===== src/rtl/aism_pkg.sv =====
package aism_pkg;

    localparam int NUM_CLASSES_DEF = 64;
    localparam int COUNT_BITS_DEF  = 16;
    localparam int OUTQ_DEPTH      = 4;

    localparam int POS_W  = 33;
    localparam int ADDR_W = 32;
    localparam int MASK_W = 64;
    localparam int CLS_W  = 6;

    localparam logic [POS_W-1:0] TOP_ADDR = {1'b1, {ADDR_W{1'b0}}};

    localparam logic [1:0] PUSH_NONE = 2'd0;
    localparam logic [1:0] PUSH_ONE  = 2'd1;
    localparam logic [1:0] PUSH_TWO  = 2'd2;

    typedef struct packed {
        logic              is_final;
        logic [MASK_W-1:0] mask;
        logic [ADDR_W-1:0] high;
        logic [ADDR_W-1:0] low;
    } seg_t;

    typedef struct packed {
        logic [1:0] num;
        seg_t       first;
        seg_t       second;
    } push_t;

endpackage


===== src/rtl/aism_ram.sv =====
module aism_ram #(
    parameter int WIDTH = 16,
    parameter int DEPTH = 64
) (
    input  logic                                    aclk,
    input  logic                                    we,
    input  logic [(DEPTH > 1 ? $clog2(DEPTH) : 1)-1:0] waddr,
    input  logic [WIDTH-1:0]                        wdata,
    input  logic                                    re,
    input  logic [(DEPTH > 1 ? $clog2(DEPTH) : 1)-1:0] raddr,
    output logic [WIDTH-1:0]                        rdata
);

    logic [WIDTH-1:0] mem [DEPTH];
    logic [WIDTH-1:0] rdata_reg;

    always_ff @(posedge aclk) begin
        if (we) begin
            mem[waddr] <= wdata;
        end
        if (re) begin
            rdata_reg <= mem[raddr];
        end
    end

    assign rdata = rdata_reg;

endmodule


===== src/rtl/aism_outq.sv =====
module aism_outq (
    input  logic            aclk,
    input  logic            aresetn,
    input  aism_pkg::push_t push,
    output logic            room,
    output logic            m_valid,
    input  logic            m_ready,
    output aism_pkg::seg_t  m_seg
);

    import aism_pkg::*;

    localparam int PTR_W = $clog2(OUTQ_DEPTH);
    localparam int CNT_W = $clog2(OUTQ_DEPTH + 1);

    seg_t             entry_reg [OUTQ_DEPTH];
    logic [PTR_W-1:0] wr_ptr_reg, wr_ptr_next;
    logic [PTR_W-1:0] rd_ptr_reg, rd_ptr_next;
    logic [CNT_W-1:0] count_reg, count_next;
    logic             pop;
    logic [PTR_W-1:0] wr_ptr_inc;

    assign pop        = (count_reg != '0) && m_ready;
    assign wr_ptr_inc = wr_ptr_reg + PTR_W'(1);
    assign room       = count_reg <= CNT_W'(OUTQ_DEPTH - 2);
    assign m_valid    = count_reg != '0;
    assign m_seg      = entry_reg[rd_ptr_reg];

    always_comb begin
        wr_ptr_next = wr_ptr_reg;
        case (push.num)
            PUSH_ONE: wr_ptr_next = wr_ptr_reg + PTR_W'(1);
            PUSH_TWO: wr_ptr_next = wr_ptr_reg + PTR_W'(2);
            default:  wr_ptr_next = wr_ptr_reg;
        endcase
        rd_ptr_next = pop ? rd_ptr_reg + PTR_W'(1) : rd_ptr_reg;
        count_next  = count_reg + CNT_W'(push.num) - CNT_W'(pop);
    end

    always_ff @(posedge aclk) begin
        if (push.num == PUSH_ONE || push.num == PUSH_TWO) begin
            entry_reg[wr_ptr_reg] <= push.first;
        end
        if (push.num == PUSH_TWO) begin
            entry_reg[wr_ptr_inc] <= push.second;
        end
    end

    always_ff @(posedge aclk) begin
        if (!aresetn) begin
            wr_ptr_reg <= '0;
            rd_ptr_reg <= '0;
            count_reg  <= '0;
        end else begin
            wr_ptr_reg <= wr_ptr_next;
            rd_ptr_reg <= rd_ptr_next;
            count_reg  <= count_next;
        end
    end

endmodule


===== src/rtl/address_interval_sweep_merge.sv =====
// Sweep-line interval merger: boundary requests arrive in ascending address order and
// the block emits merged segments, each with the mask of classes covering it. It takes
// one request per cycle while the output queue has room. The per-class coverage
// counters live in a RAM that is read in the cycle a request is taken and written back
// when the request leaves the sweep stage, where the gap before the event is also
// merged into the pending segment; a write-forward register serves a directly following
// request of the same class. A segment is pushed into a four-entry output queue when the
// request that closes it leaves the sweep stage; the sweep stage waits while fewer than
// two queue slots are free. An end-of-stream request may emit two segments and clears
// all state together, with no clearing pass, so the next stream can start at once.
module address_interval_sweep_merge #(
    parameter int NUM_CLASSES = aism_pkg::NUM_CLASSES_DEF,
    parameter int COUNT_BITS  = aism_pkg::COUNT_BITS_DEF
) (
    input  logic         aclk,
    input  logic         aresetn,
    input  logic         s_tvalid,
    output logic         s_tready,
    input  logic [39:0]  s_tdata,   // position[32:0], class_id[38:33]
    input  logic [1:0]   s_tuser,   // mode[0], opening[1]
    output logic         m_tvalid,
    input  logic         m_tready,
    output logic [127:0] m_tdata,   // seg_low[31:0], seg_high[63:32], active_mask[127:64]
    output logic         m_tuser    // final_segment[0]
);

    import aism_pkg::*;

    localparam int IDX_W = NUM_CLASSES > 1 ? $clog2(NUM_CLASSES) : 1;

    logic accept;
    logic fire;
    logic room;

    logic             s1_valid_reg;
    logic             s1_mode_reg;
    logic [POS_W-1:0] s1_pos_reg;
    logic [CLS_W-1:0] s1_cls_reg;
    logic             s1_open_reg;

    logic [MASK_W-1:0]      live_reg, live_next;
    logic [POS_W-1:0]       last_reg, last_next;
    logic [ADDR_W-1:0]      pend_low_reg, pend_low_next;
    logic [ADDR_W-1:0]      pend_high_reg, pend_high_next;
    logic [MASK_W-1:0]      pend_mask_reg, pend_mask_next;
    logic                   pend_valid_reg, pend_valid_next;
    logic [NUM_CLASSES-1:0] cnt_valid_reg, cnt_valid_next;
    logic                   fwd_valid_reg, fwd_valid_next;
    logic [IDX_W-1:0]       fwd_addr_reg;
    logic [COUNT_BITS-1:0]  fwd_data_reg;

    logic [COUNT_BITS-1:0] ram_rdata;
    logic [COUNT_BITS-1:0] cnt_old, cnt_new;
    logic [IDX_W-1:0]      idx;
    logic                  in_range;
    logic                  cnt_we;
    logic [POS_W-1:0]      pos_eff, pos_m1;
    logic                  gap, extend, flush_prev;
    push_t                 push;
    seg_t                  out_seg;
    seg_t                  out_seg_q;

    assign accept = s_tvalid && s_tready;
    assign fire   = s1_valid_reg && room;
    assign s_tready = !s1_valid_reg || fire;

    assign idx      = s1_cls_reg[IDX_W-1:0];
    assign in_range = {1'b0, s1_cls_reg} < (CLS_W + 1)'(NUM_CLASSES);
    assign cnt_we   = fire && !s1_mode_reg && in_range;

    aism_ram #(
        .WIDTH(COUNT_BITS),
        .DEPTH(NUM_CLASSES)
    ) u_cnt_ram (
        .aclk (aclk),
        .we   (cnt_we),
        .waddr(idx),
        .wdata(cnt_new),
        .re   (accept),
        .raddr(s_tdata[POS_W +: IDX_W]),
        .rdata(ram_rdata)
    );

    always_comb begin
        if (!cnt_valid_reg[idx]) begin
            cnt_old = '0;
        end else if (fwd_valid_reg && fwd_addr_reg == idx) begin
            cnt_old = fwd_data_reg;
        end else begin
            cnt_old = ram_rdata;
        end
        if (s1_open_reg) begin
            cnt_new = (cnt_old == {COUNT_BITS{1'b1}}) ? cnt_old : cnt_old + COUNT_BITS'(1);
        end else begin
            cnt_new = (cnt_old == '0) ? cnt_old : cnt_old - COUNT_BITS'(1);
        end
    end

    always_comb begin
        if (s1_mode_reg || s1_pos_reg > TOP_ADDR) begin
            pos_eff = TOP_ADDR;
        end else begin
            pos_eff = s1_pos_reg;
        end
        if (pos_eff < last_reg) begin
            pos_eff = last_reg;
        end
        pos_m1 = pos_eff - POS_W'(1);

        gap        = (pos_eff > last_reg) && (live_reg != '0);
        extend     = pend_valid_reg && (pend_mask_reg == live_reg)
                     && ({1'b0, pend_high_reg} + POS_W'(1) == last_reg);
        flush_prev = gap && !extend && pend_valid_reg;

        pend_low_next   = pend_low_reg;
        pend_high_next  = pend_high_reg;
        pend_mask_next  = pend_mask_reg;
        pend_valid_next = pend_valid_reg;
        if (gap) begin
            pend_high_next  = pos_m1[ADDR_W-1:0];
            pend_valid_next = 1'b1;
            if (!extend) begin
                pend_low_next  = last_reg[ADDR_W-1:0];
                pend_mask_next = live_reg;
            end
        end

        out_seg.is_final = 1'b1;
        out_seg.mask     = pend_mask_next;
        out_seg.high     = pend_high_next;
        out_seg.low      = pend_low_next;

        push.num         = PUSH_NONE;
        push.first       = out_seg;
        push.second      = out_seg;
        if (fire) begin
            if (flush_prev) begin
                push.first.is_final = 1'b0;
                push.first.mask     = pend_mask_reg;
                push.first.high     = pend_high_reg;
                push.first.low      = pend_low_reg;
                push.num = (s1_mode_reg && pend_valid_next) ? PUSH_TWO : PUSH_ONE;
            end else if (s1_mode_reg && pend_valid_next) begin
                push.num = PUSH_ONE;
            end
        end

        live_next      = live_reg;
        last_next      = pos_eff;
        cnt_valid_next = cnt_valid_reg;
        fwd_valid_next = fwd_valid_reg;
        if (s1_mode_reg) begin
            live_next       = '0;
            last_next       = '0;
            pend_low_next   = '0;
            pend_high_next  = '0;
            pend_mask_next  = '0;
            pend_valid_next = 1'b0;
            cnt_valid_next  = '0;
            fwd_valid_next  = 1'b0;
        end else if (in_range) begin
            live_next[s1_cls_reg] = cnt_new != '0;
            cnt_valid_next[idx]   = 1'b1;
            fwd_valid_next        = 1'b1;
        end
    end

    aism_outq u_outq (
        .aclk   (aclk),
        .aresetn(aresetn),
        .push   (push),
        .room   (room),
        .m_valid(m_tvalid),
        .m_ready(m_tready),
        .m_seg  (out_seg_q)
    );

    assign m_tdata = {out_seg_q.mask, out_seg_q.high, out_seg_q.low};
    assign m_tuser = out_seg_q.is_final;

    always_ff @(posedge aclk) begin
        if (accept) begin
            s1_mode_reg <= s_tuser[0];
            s1_open_reg <= s_tuser[1];
            s1_pos_reg  <= s_tdata[POS_W-1:0];
            s1_cls_reg  <= s_tdata[POS_W +: CLS_W];
        end
        if (cnt_we) begin
            fwd_addr_reg <= idx;
            fwd_data_reg <= cnt_new;
        end
    end

    always_ff @(posedge aclk) begin
        if (!aresetn) begin
            s1_valid_reg   <= 1'b0;
            live_reg       <= '0;
            last_reg       <= '0;
            pend_low_reg   <= '0;
            pend_high_reg  <= '0;
            pend_mask_reg  <= '0;
            pend_valid_reg <= 1'b0;
            cnt_valid_reg  <= '0;
            fwd_valid_reg  <= 1'b0;
        end else begin
            if (s_tready) begin
                s1_valid_reg <= s_tvalid;
            end
            if (fire) begin
                live_reg       <= live_next;
                last_reg       <= last_next;
                pend_low_reg   <= pend_low_next;
                pend_high_reg  <= pend_high_next;
                pend_mask_reg  <= pend_mask_next;
                pend_valid_reg <= pend_valid_next;
                cnt_valid_reg  <= cnt_valid_next;
                fwd_valid_reg  <= fwd_valid_next;
            end
        end
    end

    a_end_clears_live : assert property (@(posedge aclk) disable iff (!aresetn)
        (fire && s1_mode_reg) |=> (live_reg == '0 && !pend_valid_reg && last_reg == '0))
        else $error("end of stream did not clear the sweep state");

    a_pair_only_at_end : assert property (@(posedge aclk) disable iff (!aresetn)
        (push.num == PUSH_TWO) |-> (fire && s1_mode_reg))
        else $error("two segments pushed by a boundary request");

    a_pending_mask_nonzero : assert property (@(posedge aclk) disable iff (!aresetn)
        pend_valid_reg |-> (pend_mask_reg != '0))
        else $error("pending segment with an empty class mask");

    a_stall_holds_stage : assert property (@(posedge aclk) disable iff (!aresetn)
        (s1_valid_reg && !room) |=> (s1_valid_reg && $stable(s1_pos_reg)
                                     && $stable(ram_rdata)))
        else $error("stalled sweep stage lost its request or counter data");

endmodule


===== config.mk =====
export PLATFORM = sky130hd
export DESIGN_NAME = address_interval_sweep_merge
export DESIGN_NICKNAME = d
export VERILOG_FILES = /design/src/rtl/aism_pkg.sv /design/src/rtl/aism_ram.sv /design/src/rtl/aism_outq.sv /design/src/rtl/address_interval_sweep_merge.sv
export SDC_FILE = /design/constraint.sdc
export NUM_CORES = 2
export LEC_CHECK = 0
export ABC_AREA = 1
export ABC_CLOCK_PERIOD_IN_PS = 12730
export BUFFER_PORTS_ARGS = -buffer_cell sky130_fd_sc_hd__buf_2
export CORE_ASPECT_RATIO = 1.75
export CORE_MARGIN = 8
export CORE_UTILIZATION = 40
export CTS_CLUSTER_DIAMETER = 80
export DETAILED_ROUTE_END_ITERATION = 12
export PLACE_DENSITY = 0.58
export SLEW_MARGIN = 10
export SYNTH_ARGS = -nofsm -noshare
export SYNTH_HDL_FRONTEND = slang
export SYNTH_SLANG_ARGS = --single-unit

===== constraint.sdc =====
create_clock -name aclk -period 12.73 [get_ports aclk]
set_clock_uncertainty 0.1 [all_clocks]
set_input_delay 2.546 -clock aclk [delete_from_list [all_inputs] [get_ports aclk]]
set_output_delay 2.546 -clock aclk [all_outputs]
set_load 0.1 [all_outputs]

==> reports/qor.yml <==
outcome: "complete, no violations"
synth_async_sr_flop_share_pct: 0
cts_tree: "built"
start_kind: "flop"
max_freq_mhz: 96.8
dieArea_mm2: 0.243
path_buf_inv: 10
row_count: 231
synthesis.nets: 9904
synth-edff-count: 1615
placed_cells: 12500
io_buffers: 175
h-tree-depth: 4
drt.antenna.violating_nets: 0
synth.distinct_cells: 60
worst_slew_pin_slew_ns: 1.30
post-route-drc-count: 0
globalplace.congestion: 0.944
vdd_drop_max_mv: 0.115
cts-root-buf: "clkbuf_16"
worst-setup-path-type: "reg2reg"
firstDrtPassIters: 8
clkSinkCount: 1920
synth_ff_type: "edfxtp_1"
hpwlAfterDp_mm: 200
cp_slowest_cell: "nor2_4"
area_growth_pct: 11.0
grt-ovfl-total: 0
coreArea_mm2: 0.226
required_ns: 13.28
cp_top_family: "simple AND/OR/NAND/NOR gates"
cts_setup_buffers: 0
finalCritPeriodShare_pct: 81.1
p_leak_nw: 37.9
arrival_ns: 10.88
largest_reg_flops: 1024
placed_cell_area_mm2: 0.0951
ys_seq_area_share_pct: 60.0
grtUsageMet2_pct: 45.4
hp-class: "reg2reg"
syn_area_mm2: 0.0909
end_kind: "flop"
dpl_worst_slack_ns: 2.53
grt_pass1_vias: 71400
critPathMaxStageDelay_ns: 1.02
fin_util_pct: 44.7
path_clk_slew_ns: 0.06
fin_area_mm2: 0.101
wl_per_cell_um: 25.2
holdWs_ns: 0.364
final_nets: 9819
grt_max_degree: 233
total_power_mw: 16.8
drive_gt1_share_pct: 8.67
wl_mm: 324
syn_inst: 9775
ys_warn_count: 0
maxSlewHeadroom_pct: 13.1
start_util_pct: 40.2
cts.repair.resized: 0
grt_use_met3_pct: 3.11
worst_path_most_repeated_cell: "nand2_1"
pin_count: 177
busiest_layer: "met2"
final.setup.tns_ns: 0
clk_latency_ns: 0.86
vias: 73900
grt_antenna_before_repair: 6
final_cells: 12900
drv_slew: 0
powerDensity_mw_per_mm2: 166
use_met1_pct: 27.0
rsz0062_at_grt: "false"
ys_seq_elements: 1920
cts_buffers: 182
cts_hold_buf: 0
syn_avg_cell_area_um2: 9.30
report.final.setup_viol: 0
hold_viol_final: 0
fin_crit_ns: 10.33
cap_viol_max_count: 0
grt_pass1_wl_mm: 465
fin_ws_ns: 2.40
critical_path.max_fanout: 36
cts_buffer_depth: 4
routed_via_density: 5.75
dr.first_iter.drc_count: 6686
grt_use_total_pct: 25.4
dieHeight_um: 647
die_w_um: 376
==> worst register-to-register path: cells and delay by family, from the launching register on <==
kind                     cells  cell delay [ns]
AO/OA/AOI/OAI                3             0.54
adder cells (fa/ha/maj)      4             1.10
buffers and inverters       10             2.35
flip-flops                   1             0.51
AND/OR/NAND/NOR             22             5.61
==> area by class of cell <==
type                    instances  area, um2
diodes                          2       5.00
clock inverters                85        828
repair buffers                328       2360
flip-flops and latches       1920      54600
fillers                     21400     125000
clock buffers                 238       5020
well taps                    3029       3790
inverters                     565       2180
multi-input cells            6693      32200
==> routing by layer <==
metal | vias up | wire [um]
met2 | 3369 | 163000
met4 | 0 | 29400
li1 | 33700 | -
met1 | 35800 | 111000
met3 | 1029 | 20600
met5 | - | 0
==> cells by family (layout without fill, tap and decap cells) <==
logic type                 count (synthesis)  count (layout)  share of synthesized area (%)
AOI/OAI and AO/OA                       1832            1832                           11.1
buffers and inverters                   1162            1216                           5.07
DFF                                     1920            1920                           60.0
other                                      0               2                              0
adders and majority gates                 83              83                           1.15
xor gates and xnor gates                  85              85                          0.819
and+or+nand+nor                         4693            4693                           21.8
==> cell usage in the layout, fill, tap and decap left out, drive strengths merged, types with 2 or more instances in the layout <==
cell,count
xor2,56
bufinv,15
clkinv,63
xnor2,29
inv,569
o32ai,8
o211ai,34
dfxtp,305
clkbuf,238
nor3,45
o2111ai,10
o221ai,31
ha,82
clkinvlp,3
diode,2
edfxtp,1615
o22ai,420
o31ai,4
a211oi,3
o311ai,7
o21bai,6
a21oi,243
o21a,3
o21ai,1058
nand4,51
nor4,34
nand2,2222
or2,3
nand3b,5
nand3,1026
buf,328
nor2,1305
==> Yosys cell counts (55+ instances only) <==
cell	number	area share (%)
nor2_1	1287	5.3
xor2_1	56	0.54
edfxtp_1	1615	53
o22ai_1	420	2.9
o21ai_0	1020	5.6
nand2_2	55	0.38
nand2_1	2157	8.9
buf_1	57	0.24
inv_1	540	2.2
a21oi_1	238	1.3
clkbuf_1	480	2.0
ha_1	82	1.1
nand3_1	984	5.4
dfxtp_1	305	6.7
==> report_power, final <==
group	internal (mW)	total, mW	leakage [nW]	switching [mW]
Sequential	7.17	7.22	18.2	0.0542
Clock	3.08	5.49	2.87	2.41
Combinational	0.641	4.07	16.8	3.42
==> worst paths after layout <==
path	from	to	slack (ns)	depth (start not counted)
setup / recovery	s1_pos_reg[23]	u_outq.entry_reg[0][101]	2.40	39
hold / removal	pend_low_reg[3]	pend_low_reg[3]	0.36	2
setup reg to reg	s1_pos_reg[23]	u_outq.entry_reg[0][101]	2.40	39
hold reg to reg	pend_low_reg[3]	pend_low_reg[3]	0.36	2
(Power assumes the default switching activity.)
